<file path="config.mk">
export PLATFORM = sky130hd
export DESIGN_NAME = rgbc_fifo
export DESIGN_NICKNAME = d
export VERILOG_FILES = /design/src/design/rgb_convolution_3x3_core_assert.svh /design/src/design/rgbc_fifo.sv
export SDC_FILE = /design/constraint.sdc
export NUM_CORES = 1
export LEC_CHECK = 0
export ABC_CLOCK_PERIOD_IN_PS = 4200
export BUFFER_PORTS_ARGS = -buffer_cell sky130_fd_sc_hd__buf_2
export CORE_MARGIN = 1
export CORE_UTILIZATION = 46
export CTS_BUF_LIST = sky130_fd_sc_hd__clkbuf_4 sky130_fd_sc_hd__clkbuf_8
export DETAILED_ROUTE_END_ITERATION = 12
export PLACE_DENSITY_LB_ADDON = 0.2
export SLEW_MARGIN = 20
export SYNTH_ARGS = -nofsm -noshare
export SYNTH_HDL_FRONTEND = slang
export SYNTH_SLANG_ARGS = --single-unit
</file>
<file path="constraint.sdc">
create_clock -name clk -period 4.2 [get_ports clk]
set_input_delay 0 -clock clk [delete_from_list [all_inputs] [get_ports clk]]
set_output_delay 0 -clock clk [all_outputs]
set_load 0.02 [all_outputs]
</file>
<file path="src/design/rgb_convolution_3x3_core_assert.svh">
// Assertion macros shared by the convolution core.
`ifndef RGB_CONVOLUTION_3X3_CORE_ASSERT_SVH
`define RGB_CONVOLUTION_3X3_CORE_ASSERT_SVH

// cond must never hold outside reset
`define RGBC_ASSERT_NEVER(label, cond, msg) \
	label: assert property (@(posedge clk) disable iff (!arst_n) !(cond)) else $error(msg);

// a implies b in the same cycle
`define RGBC_ASSERT_IMPLY(label, a, b, msg) \
	label: assert property (@(posedge clk) disable iff (!arst_n) (a) |-> (b)) else $error(msg);

`endif

</file>
<file path="src/design/rgbc_fifo.sv">
// Small register FIFO with fill count.
`timescale 1ns / 1ps
module rgbc_fifo #(
	parameter int unsigned WIDTH = 8,
	parameter int unsigned DEPTH = 4,
	localparam int unsigned PW = (DEPTH > 1) ? $clog2(DEPTH) : 1,
	localparam int unsigned CNTW = $clog2(DEPTH + 1)
) (
	input  logic             clk,
	input  logic             arst_n,
	input  logic             wr_en,
	input  logic [WIDTH-1:0] wr_data,
	input  logic             rd_en,
	output logic [WIDTH-1:0] rd_data,
	output logic             empty,
	output logic [CNTW-1:0]  count
);

	logic [WIDTH-1:0] mem_q [DEPTH];
	logic [PW-1:0]    wr_ptr_q;
	logic [PW-1:0]    rd_ptr_q;
	logic [CNTW-1:0]  count_q;
	logic             do_rd;

	assign empty   = (count_q == '0);
	assign count   = count_q;
	assign do_rd   = rd_en && !empty;
	assign rd_data = mem_q[rd_ptr_q];

	always_ff @(posedge clk or negedge arst_n) begin
		if (!arst_n) begin
			wr_ptr_q <= '0;
			rd_ptr_q <= '0;
			count_q  <= '0;
		end else begin
			if (wr_en) begin
				wr_ptr_q <= (wr_ptr_q == PW'(DEPTH - 1)) ? '0 : wr_ptr_q + PW'(1);
			end
			if (do_rd) begin
				rd_ptr_q <= (rd_ptr_q == PW'(DEPTH - 1)) ? '0 : rd_ptr_q + PW'(1);
			end
			count_q <= count_q + CNTW'(wr_en) - CNTW'(do_rd);
		end
	end

	always_ff @(posedge clk) begin
		if (wr_en) begin
			mem_q[wr_ptr_q] <= wr_data;
		end
	end

endmodule

</file>
==> Word-level counts from Yosys, hierarchy flattened <==
Memory sizes are Yosys's and may differ from the RTL's.
Index checks and enable logic that the tools add are counted.
W data, S select, Z words.
{ "totals": {"word_cells": 17, "out_inout_bits": 12, "reg_bits": 7, "ram_bits": 32, "memories": 1} }
{ "mem_list": {"columns": ["name", "words", "width", "rd", "rd_clocked_by_memory_dff", "wr", "line", "rtl"], "rows": [
  ["mem_q", 4, 8, 1, 0, 1, "rgbc_fifo.sv:19", "logic [WIDTH-1:0] mem_q [DEPTH];"]
]} }
{ "classes": {"n_reduce_logical": 3, "eq_ne": 2, "mux": 4, "addsub": 4} }
{ "op_table": {"columns": ["cell", "n"], "rows": [
  ["$add A2 B1 Y2 const B", 2],
  ["$eq A2 B2 Y1 const B", 2],
  ["$mux W2", 2],
  ["$add A3 B1 Y3", 1],
  ["$logic_not A3 Y1", 1],
  ["$sub A3 B1 Y3", 1],
  ["$mux W1", 2],
  ["$logic_and A1 B1 Y1", 1],
  ["$logic_not A1 Y1", 1]
]} }

==> Depth between registers and ports, before layout <==
{ "logic_depth": {"depth_word": 4, "depth_mapped": 9, "depth_no_buf": 9} }

==> Worst setup path before layout <==
OpenSTA, ideal clock, no wires.
{ "synth_path": {"path_kind": "register -> register", "start": "register count_q[1] (netlist: count[1])", "end": "register count_q[2] (netlist: count[2])", "period_less_slack_ns": 2.125, "setup_ns": 0.136, "path_buffers": 0, "setup_slack_ns": 2.075, "stages_incl_launch_ff": 10, "t_arrival_ns": 1.989, "path_cell_list": "dfrtp_1 o31ai_4 inv_1 ha_1 inv_1 ha_1 inv_1 fa_1 xnor2_1 xnor2_1"} }
{ "synth_via": {"elab_chain_cells": 4} }
{ "synth_lines": {"columns": ["element", "line", "rtl"], "rows": [
  ["from (decl)", "rgbc_fifo.sv:22", "logic [CNTW-1:0] count_q;"],
  ["from (signal assigned)", "rgbc_fifo.sv:42", "count_q <= count_q + CNTW'(wr_en) - CNTW'(do_rd);"],
  ["$logic_not A3 Y1", "rgbc_fifo.sv:25", "assign empty = (count_q == '0);"],
  ["$logic_not A1 Y1", "rgbc_fifo.sv:27", "assign do_rd = rd_en && !empty;"],
  ["$logic_and A1 B1 Y1", "rgbc_fifo.sv:27", null],
  ["net do_rd", "rgbc_fifo.sv:23", "logic do_rd;"],
  ["$sub A3 B1 Y3", "rgbc_fifo.sv:42", null]
]} }
The timed path passes the listed nets, and every way through them passes these cells.
A chain may end at the register's enable or synchronous reset.

==> Worst setup path in the final report <==
Same ends and word-level chain as after synthesis.

==> impl_metrics.env <==
export IMPL_status="finished, final reports clean"
export IMPL_port_buffers=23
export IMPL_track_usage=0.160
export IMPL_finalSetupTns_ns=0
export IMPL_path_class="reg -> reg"
export IMPL_die_h_um=60.7
export IMPL_synth_seq_area_share=0.717
export IMPL_cts_buffer_depth=2
export IMPL_max_freq_mhz=467
export IMPL_yosysTopAreaCell="edfxtp_1"
export IMPL_clk_insertion_delay_late_ns=0.33
export IMPL_grt_ovfl_total=0
export IMPL_first_pass_iters=3
export IMPL_synth_enable_flop_cells=32
export IMPL_post_route_period_util=0.510
export IMPL_startpoint_type="flop"
export IMPL_yosysWarnings=0
export IMPL_cts_tree="done"
export IMPL_grt_pass1_vias=871
export IMPL_grt_pass1_wl_um=3880
export IMPL_fin_util=0.612
export IMPL_synth_most_common_cell="edfxtp_1"
export IMPL_nFillCells=265
export IMPL_antenna_found_initial=0
export IMPL_met2_usage=0.267
export IMPL_dpl_hpwl_um=1560
export IMPL_syn_inst=79
export IMPL_cts_root_buffer="clkbuf_4"
export IMPL_power_mw=1.26
export IMPL_ios=24
export IMPL_vias_per_cell=4.87
export IMPL_grt_max_degree=14
export IMPL_yosys_top_cells_area="edfxtp_1, mux4_2, dfrtp_1, ha_1, inv_1"
export IMPL_top_usage_layer="met2"
export IMPL_wl_per_cell_um=14.0
export IMPL_clock_sinks=39
export IMPL_gr_usage_met3=0.0576
export IMPL_cap_violations=0
export IMPL_final_hold_viol_count=0
export IMPL_ir_drop_uv=245
export IMPL_period_needed_ns=2.14
export IMPL_relSlewSlack=0.605
export IMPL_ys_types=17
export IMPL_met1_usage=0.187
export IMPL_wirelength_um=2290
export IMPL_ant_nets=0
export IMPL_routabilityCongestion=0.641
export IMPL_arrival_ns=2.41
export IMPL_syn_area_sq_mm=0.00158
export IMPL_drv_slew=0
export IMPL_async_flop_share=0.179
export IMPL_place_area_sq_mm=0.00174
export IMPL_clk_pin_slew_worst_paths_ns=0.11
export IMPL_netlist_area_leader_share=0.607
export IMPL_critical_path_required_ns=4.47
export IMPL_core_area_sq_mm=0.00315
export IMPL_ys_seq_elements=39
export IMPL_fin_area_sq_mm=0.00193
export IMPL_holdCritPathClass="in -> async"
export IMPL_start_util=0.502
export IMPL_worstPathMaxFanout=5
export IMPL_rows=20
export IMPL_nets=138
export IMPL_ys_flop_type="edfxtp_1"
export IMPL_first_iter_violations=19
export IMPL_cp_cell_sequence="o31ai_4, inv_1, ha_1, inv_1, ha_1, inv_1, fa_1, xnor2_1, xnor2_1"
export IMPL_vias=794
export IMPL_fin_skew_ns=0.00675
export IMPL_syn2layout_area_growth_pct=21.8
export IMPL_drcViolationCount=0
export IMPL_die_w_um=60.7
export IMPL_cp_end_kind="flop"
export IMPL_antenna_cells=0
export IMPL_layout_drive_gt1_share=0.353
export IMPL_rsz0062_at_grt="no"
export IMPL_avgSynthCellArea_sq_um=20.1
export IMPL_cts_buffers=5
export IMPL_p_per_area_mw_per_mm2=654
export IMPL_synth_common_cells="edfxtp_1, mux4_2, dfrtp_1, ha_1, inv_1"
export IMPL_slowest_delay_ns=0.48
export IMPL_cpMostUsedCell="inv_1"
export IMPL_htree_levels=2
export IMPL_worst_pin_slew_ns=0.592
export IMPL_r2r_slack_ns=2.06
export IMPL_cpMaxStageDelayCell="dfrtp_1"
export IMPL_die_area_sq_mm=0.00368
export IMPL_setup_viol=0
export IMPL_syn_num_nets=99
export IMPL_p_leak_nw=0.744
-- final timing paths --
kind | endpoint | cells past startpoint | start
min in group clk | mem_q[0][2] | 2 | wr_data[2]
worst min-delay path | count[2] | 2 | arst_n
worst min register to register | count[2] | 1 | count[1]
worst max register to register | count[2] | 9 | count[1]
worst max-delay path | count[2] | 9 | count[1]
max in group asynchronous | rd_ptr_q[0] | 2 | arst_n
-- metal layers --
metal	vias to the layer above	wire (um)
met3	4	69
li1	380	-
met1	394	974
met4	0	40
met2	16	1200
met5	-	0
-- power by group --
group          internal (mW)  switching (mW)  total (mW)
Clock                  0.125           0.119       0.244
Sequential             0.509          0.0889       0.598
Combinational          0.203           0.216       0.419
-- metrics by stage --
stage,cells,hold slack [ns],setup WS [ns]
finish,163,0.0113,2.06
global route,163,0.0299,1.93
CTS,163,0.00367,2.04
detailed placement,144,-0.156,2.08
global placement,144,-0.157,2.13
floorplan,79,-0.296,2.07
-- kinds of logic (layout without fill, tap and decap cells) --
| kind of cell | after synthesis | after routing | share of synthesized area |
|---|---|---|---|
| xor gates and xnor gates | 2 | 2 | 0.0111 |
| buffers and inverters | 9 | 49 | 0.0269 |
| DFF | 39 | 39 | 0.717 |
| AOI/OAI and AO/OA | 3 | 3 | 0.0197 |
| adders and majority gates | 8 | 8 | 0.0679 |
| and+or+nand+nor | 8 | 8 | 0.0292 |
| muxes | 10 | 10 | 0.128 |
-- registers in the layout (all words and copies together), names as in the netlist --
register / cells
rd_ptr_q: 2
count: 3
wr_ptr_q: 2
mem_q: 32
-- repair_timing --
action | in CTS | in global routing
hold buffers | 11 | 0
hold endpoints to repair | 44 | 0
buffers inserted | 0 | 0
gates resized for setup | 0 | 0
-- worst max-delay path: cells and delay by family (launching register included) --
family          cells  cell delay, ns
fa+ha+maj           3            0.78
xor+xnor            2            0.33
flops               1            0.48
compound gates      1            0.31
buf+inv             3            0.17
-- cells in the final DEF (no fill, tap or decap) --
master	instances
or3b_1	1
dlygate4sd3_1	11
and2_1	4
clkbuf_4	5
ha_1	7
nor3_1	1
nor2_1	1
fa_1	1
mux2_2	2
buf_2	23
dfrtp_1	7
mux4_2	8
o31ai_4	1
xnor2_1	2
edfxtp_1	32
o21ai_0	2
bufinv_16	1
clkinv_2	1
inv_1	7
nand2_1	1
clkinv_4	1
-- layout make-up --
type	count	area, sq um	area share
sequential	39	1140	0.589
multi-input combinational	31	405	0.210
timing repair buffer	34	225	0.117
tap	44	55.1	0.0285
clock inverter	3	43.8	0.0227
clock buffer	5	37.5	0.0195
inverter	7	26.3	0.0136
No activity file was read; power rests on OpenSTA's default activity.
