<file path="config.mk">
export PLATFORM = sky130hd
export DESIGN_NAME = rgbc_back
export DESIGN_NICKNAME = d
export VERILOG_FILES = /design/src/design/rgb_convolution_3x3_core_assert.svh /design/src/design/rgbc_pkg.sv /design/src/design/rgbc_back.sv
export SDC_FILE = /design/constraint.sdc
export NUM_CORES = 2
export LEC_CHECK = 0
export BUFFER_PORTS_ARGS = -buffer_cell sky130_fd_sc_hd__buf_2
export CORE_ASPECT_RATIO = 0.6
export CORE_UTILIZATION = 55
export DETAILED_ROUTE_END_ITERATION = 10
export GPL_TIMING_DRIVEN = 0
export PLACE_DENSITY = 0.7
export SLEW_MARGIN = 10
export SYNTH_ARGS = -nofsm -noshare
export SYNTH_HDL_FRONTEND = slang
export SYNTH_SLANG_ARGS = --single-unit
</file>
<file path="constraint.sdc">
create_clock -name clk -period 8.57 [get_ports clk]
set_clock_uncertainty 0.05 [all_clocks]
set_input_delay 0.857 -clock clk [delete_from_list [all_inputs] [get_ports clk]]
set_output_delay 0.857 -clock clk [all_outputs]
set_load 0.02 [all_outputs]
</file>
<file path="src/design/rgb_convolution_3x3_core_assert.svh">
// Assertion macros shared by the convolution core.
`ifndef RGB_CONVOLUTION_3X3_CORE_ASSERT_SVH
`define RGB_CONVOLUTION_3X3_CORE_ASSERT_SVH

// cond must never hold outside reset
`define RGBC_ASSERT_NEVER(label, cond, msg) \
	label: assert property (@(posedge clk) disable iff (!arst_n) !(cond)) else $error(msg);

// a implies b in the same cycle
`define RGBC_ASSERT_IMPLY(label, a, b, msg) \
	label: assert property (@(posedge clk) disable iff (!arst_n) (a) |-> (b)) else $error(msg);

`endif

</file>
<file path="src/design/rgbc_pkg.sv">
// Shared types and constants of the RGB 3x3 convolution core.
`timescale 1ns / 1ps
package rgbc_pkg;

	localparam int unsigned CFG_INDEX_W = 3;
	localparam int unsigned CFG_DATA_W  = 24;
	localparam int unsigned SIZE_REG_W  = 11;

	typedef enum logic [CFG_INDEX_W-1:0] {
		REG_FRAME_WIDTH   = 3'd0,
		REG_FRAME_HEIGHT  = 3'd1,
		REG_KERNEL_FIRST  = 3'd2,
		REG_KERNEL_MIDDLE = 3'd3,
		REG_KERNEL_LAST   = 3'd4
	} reg_idx_t;

	localparam logic REQ_PIXEL = 1'b0;
	localparam logic REQ_DRAIN = 1'b1;

	localparam logic [CFG_DATA_W-1:0] KERNEL_FIRST_RST  = 24'h010001;
	localparam logic [CFG_DATA_W-1:0] KERNEL_MIDDLE_RST = 24'h00FC00;
	localparam logic [CFG_DATA_W-1:0] KERNEL_LAST_RST   = 24'h010001;

	typedef logic [23:0] pixel_t;

	typedef struct packed {
		logic [CFG_DATA_W-1:0] coef_first;
		logic [CFG_DATA_W-1:0] coef_middle;
		logic [CFG_DATA_W-1:0] coef_last;
	} kernel_t;

	// one classified beat from front to back
	typedef struct packed {
		logic   is_pixel;
		logic   emit;
		logic   inner;
		logic   frame_end;
		pixel_t up;
		pixel_t mid;
		pixel_t pix;
	} item_t;

	typedef struct packed {
		logic [7:0] red;
		logic [7:0] green;
		logic [7:0] blue;
		logic       frame_end;
	} result_t;

	localparam int unsigned ITEM_QDEPTH = 4;
	localparam int unsigned ITEM_CNT_W  = $clog2(ITEM_QDEPTH + 1);
	localparam int unsigned RES_QDEPTH  = 4;
	localparam int unsigned RES_CNT_W   = $clog2(RES_QDEPTH + 1);

endpackage

</file>
<file path="src/design/rgbc_back.sv">
// Back end: 3x3 window, kernel products and channel sums.
`timescale 1ns / 1ps
module rgbc_back (
	input  logic                             clk,
	input  logic                             arst_n,
	input  logic                             item_valid,
	input  rgbc_pkg::item_t                  item,
	output logic                             item_pop,
	input  rgbc_pkg::kernel_t                kernel,
	input  logic [rgbc_pkg::RES_CNT_W-1:0]   res_count,
	output logic                             res_push,
	output rgbc_pkg::result_t                res
);

	rgbc_pkg::pixel_t win_q [3][3];
	logic             emit_s1;
	logic             inner_s1;
	logic             fe_s1;
	logic [7:0]       prod_s2 [3][9];
	logic             emit_s2;
	logic             inner_s2;
	logic             fe_s2;

	logic [23:0] kern_cols [3];
	logic [7:0]  prod [3][9];
	logic [7:0]  sum [3];
	logic [rgbc_pkg::RES_CNT_W:0] in_flight;

	assign in_flight = {1'b0, res_count} + (rgbc_pkg::RES_CNT_W + 1)'(emit_s1)
		+ (rgbc_pkg::RES_CNT_W + 1)'(emit_s2);
	assign item_pop  = item_valid && (in_flight < (rgbc_pkg::RES_CNT_W + 1)'(rgbc_pkg::RES_QDEPTH));

	assign kern_cols[0] = kernel.coef_first;
	assign kern_cols[1] = kernel.coef_middle;
	assign kern_cols[2] = kernel.coef_last;

	always_ff @(posedge clk or negedge arst_n) begin
		if (!arst_n) begin
			emit_s1 <= 1'b0;
			emit_s2 <= 1'b0;
		end else begin
			emit_s1 <= item_pop && item.emit;
			emit_s2 <= emit_s1;
		end
	end

	always_ff @(posedge clk) begin
		if (item_pop && item.is_pixel) begin
			win_q[0]    <= win_q[1];
			win_q[1]    <= win_q[2];
			win_q[2][0] <= item.up;
			win_q[2][1] <= item.mid;
			win_q[2][2] <= item.pix;
		end
		if (item_pop) begin
			inner_s1 <= item.inner;
			fe_s1    <= item.frame_end;
		end
		prod_s2  <= prod;
		inner_s2 <= inner_s1;
		fe_s2    <= fe_s1;
	end

	// only the low byte of each product survives the wrapping sum
	always_comb begin
		logic [15:0] mul;
		mul = '0;
		for (int ch = 0; ch < 3; ch++) begin
			for (int h = 0; h < 3; h++) begin
				for (int v = 0; v < 3; v++) begin
					mul = {8'd0, kern_cols[h][8*v +: 8]} * {8'd0, win_q[h][v][8*ch +: 8]};
					prod[ch][h*3 + v] = mul[7:0];
				end
			end
		end
	end

	always_comb begin
		for (int ch = 0; ch < 3; ch++) begin
			sum[ch] = '0;
			for (int k = 0; k < 9; k++) begin
				sum[ch] = sum[ch] + prod_s2[ch][k];
			end
		end
	end

	assign res_push      = emit_s2;
	assign res.red       = inner_s2 ? sum[0] : 8'd0;
	assign res.green     = inner_s2 ? sum[1] : 8'd0;
	assign res.blue      = inner_s2 ? sum[2] : 8'd0;
	assign res.frame_end = fe_s2;

endmodule

</file>
# Yosys cells after proc, flatten, opt, wreduce, memory -nomap -nowiden
# Memory sizes are Yosys's and may differ from the RTL's.
# Cells that the tools add are included.
word_totals:
  wordCells: 96
  output_inout_bits: 27
  ramBits: 216
  reg_bits: 222
  memories: 1
  inputBits: 154
memory_table:
  columns: ["name", "words", "width", "read_ports", "rd_ports_with_merged_regs", "write_ports", "line", "source"]
  rows:
  - ["win_q", 3, 72, 3, 0, 3, "rgbc_back.sv:15", "rgbc_pkg::pixel_t win_q [3][3];"]
op_classes:
  n_reduce_logical: 3
  n_lt_le_gt_ge: 1
  mux: 5
  addsub: 26
  n_mul: 27
op_table:
  columns: ["cell", "count"]
  rows:
  - ["$mul 8x8->8", 27]
  - ["$add 8x8->8", 24]
  - ["$mux 8", 3]
  - ["$add 3x1->4", 1]
  - ["$add 4x1->4", 1]
  - ["$lt 4x3->1 const B", 1]
  - ["$logic_and 1x1->1", 3]
  - ["$mux 1", 2]

# Depth between registers and ports, before layout
logic_depth:
  depth_word: 9
  depth_mapped: 16

# Least setup slack after synthesis
# OpenSTA, ideal clock, no wires.
synth_timing:
  path_type: "input to register"
  startpoint: "in res_count[0] in the netlist's numbering"
  endpoint: "mem win_q[0][0] in the netlist's numbering (enable)"
  arrival_time_ps: 6797
  path_stages: 4
  setup_slack_ps: 1121
  n_path_buf: 0
  required_ps: 7917
  path_cell_list: "ha_1 -> a21o_1 -> a21oi_1 -> and2_1"
synth_rtl:
  columns: ["item", "line", "source"]
  rows:
  - ["start, declared", "rgbc_back.sv:10", "input logic [rgbc_pkg::RES_CNT_W-1:0] res_count,"]
  - ["end, declared", "rgbc_back.sv:15", null]

==> impl_results.md <==
* Status: complete, no violations
* Final Hold Viols at 0
* Area share of the largest cell type after synthesis at 0.233
* Synth top area cells: fa_1 (23%), edfxtp_1 (17%), ha_1 (14%)
* Layout cells sized above 1 at 0.0728
* DR WL/cell at 19.8 um
* Crit start category: register
* Unrepaired setup endpoints after global routing: false
* Max Cap Viol at 0
* First-pass GRT wire length at 154000 um
* Seq pwr share at 0.172
* PortBufs at 171
* Synth warn at 0
* Syn avg cell area at 10.5 um^2
* Clock sink count at 438
* DR vias at 25400
* Horiz. Die Dim at 348 um
* WP depth at 14
* Setup Viol. Count Final at 0
* Cell taking the most area after synthesis: fa_1
* Fill count at 5828
* Gate power share at 0.701
* Most frequent cells in the layout: inv_1 (726), and2_1 (646), fa_1 (459)
* Crit-path slowest cell: fa_1
* Drt initial violations at 1815
* Hold Crit Class: reg -> reg
* Die Y at 210 um
* Switching Share at 0.479
* Largest net degree at the start of global routing at 61
* Initial core utilization at 0.561
* Ratio of final minimum period to clock period at 0.683
* Inst Count DP at 4914
* Psw at 0.00815 W
* Row cnt at 75
* Post-Syn Nets at 4848
* Internal power at 0.00887 W
* Sequential-to-total area share from yosys stat at 0.277
* DP Wirelength at 80700 um
* H-tree depth at 2
* Core area at 0.0705 mm^2
* Antenna viol nets, final at 0
* CP delay by family, top: adder cells
* Clock Latency Late Sink at 630 ps
* Fin. max-slew vios at 0
* Initial antenna violation count at 6
* Worst path cell trace: inv_1 -> fa_1 -> inv_1 -> fa_1 -> fa_1 -> inv_1 -> fa_1 -> inv_1 -> ha_1 -> a21o_1 -> a21oi_1 -> o211ai_1 -> mux2i_1 -> buf_2
* Slowest Stage Delay on Critical Path at 580 ps
* Clock Pin Slew Worst Setup and Hold Paths at 70 ps
* Leak pwr at 21.0 nW
* Number of synthesized register bits at 438
* Post-Synthesis Cell Area at 0.0395 mm^2
* Worst-Margin Slew at 878 ps
* Critical path peak fanout at 3
* F_max at 171 MHz
* Arr. time, crit path at 4950 ps
* DRT Pass-1 Iters at 6
* Cells after synthesis at 3778
* Max VDD drop at 0.867 mV
* Area delta synth->final at 9.56%
* Slew Limit Headroom at 0.415
* Crit path time final at 5860 ps
* CP Buf/Inv Count at 5
* Cell area after layout at 0.0433 mm^2
* RePlAce Congestion at 0.966
* Vias in the first global route at 26300
* Gr ovfl total at 0
* CTS buffer count at 46
* Clock network fraction of total power at 0.128
* Cell variety after synth at 24
* # IOs at 181
* Final #Nets at 5071
* Final wirelength at 98900 um
* Vias per inst at 5.07
* DRC errors left at 0
* CP endpoint kind: output port
* Pwr per Cell Area at 393 mW/mm^2
* GR Util All Layers at 0.283
* CTS Root Cell: clkbuf_16
* CTS tree: yes
* Hold Path Cell Cnt at 0
* Setup bufs post-CTS at 0
* Non-filler cells in the finished layout at 5001
* DIE AREA at 0.0730 mm^2
* Clock Path Buffers at 3
* Dpl cell area at 0.0417 mm^2
* FF-to-FF path depth at 11
* Critical path type: reg -> out
* CP required at 7660 ps
* Commonest non-fill, non-tap cell in the layout: inv_1
## final timing paths
path | start | endpoint | slack (ps)
max reg2reg | win_q[1][42] | prod_s2[39] | 4520
min reg2reg | inner_s1 | inner_s2 | 290
max | prod_s2[83] | res[16] | 2710
max in group asynchronous | arst_n | res_push | 7860
min in group asynchronous | arst_n | emit_s1 | 520
min | inner_s1 | inner_s2 | 290
## what timing repair did
item                      in CTS  in global routing
resized for setup              0                  0
hold buffers                   1                  0
hold endpoints to repair       2                  0
## final cells by class
type	instances	area (um^2)	share of cell area
antenna	1	2.50	0.0000578
timing repair buffer	175	948	0.0219
clock buffer	51	1200	0.0277
buffer	76	382	0.00882
inverter	726	2730	0.0630
tap	962	1200	0.0278
multi-input combinational	2538	25400	0.588
sequential	438	11000	0.253
clock inverter	34	418	0.00965
## layer usage
| metal | up-vias | global-route usage | part of all wire | wire (um) |
|---|---|---|---|---|
| met2 | 894 | 0.395 | 0.40 | 39700 |
| met4 | 2 | 0.0614 | 0.020 | 2010 |
| met5 | - | 0 | 0.00013 | 13 |
| li1 | 11900 | - | - | - |
| met1 | 12500 | 0.423 | 0.47 | 46100 |
| met3 | 118 | 0.0937 | 0.11 | 11000 |
## synthesized netlist by cell type, drive strengths merged
cell and number:
xnor2 443, a21o 61, dfrtp 2, ha 457, nand2b 1, fa 459
mux2i 3, edfxtp 218, o21ai 3, dfxtp 218, buf 22, clkbuf 54
xor2 43, inv 726, and2 651, nand2 347, a21oi 64, nor2b 3
o211ai 3
## stage by stage
stage	setup WS, ps	utilization	hold slack, ps	power, W	TNS (ps)
floorplan	1120	-	273	0.0114	0
global placement	-1250	0.590	274	0.0146	-264120
detailed placement	3320	0.591	281	0.0148	0
CTS	2640	0.614	297	0.0171	0
global route	2530	0.614	314	0.0184	0
finish	2710	0.614	294	0.0170	0
## registers in the layout (all words and copies together) (netlist names)
name,cells
prod_s2,216
emit_s1,1
win_q,216
fe_s2,1
res_push,1
fe_s1,1
inner_s2,1
inner_s1,1
## power by group through the flow
| stage | Combinational [W] | Clock [W] | Sequential (W) |
|---|---|---|---|
| floorplan | 0.00862 | 0 | 0.00274 |
| global placement | 0.0117 | 0 | 0.00296 |
| detailed placement | 0.0118 | 0 | 0.00295 |
| CTS | 0.0120 | 0.00222 | 0.00291 |
| global route | 0.0132 | 0.00229 | 0.00294 |
| finish | 0.0119 | 0.00217 | 0.00292 |
## cell families after synthesis
logic type | Yosys count | synth area share
multiplexers | 3 | 0.000760
AO/OA/AOI/OAI | 131 | 0.0206
flip-flops | 438 | 0.277
AND/OR/NAND/NOR | 1002 | 0.138
XOR/XNOR | 486 | 0.108
adder cells (fa/ha/maj) | 916 | 0.377
buffers and inverters | 802 | 0.0786
## worst register-to-register path: cells and delay by family, from the launching register on
family | cells | cell delay [ps]
buffers and inverters | 2 | 120
flip-flops | 1 | 540
XOR/XNOR | 2 | 320
AO/OA/AOI/OAI | 1 | 370
AND/OR/NAND/NOR | 1 | 250
adder cells (fa/ha/maj) | 5 | 2290
No activity file was read; power rests on OpenSTA's default activity.
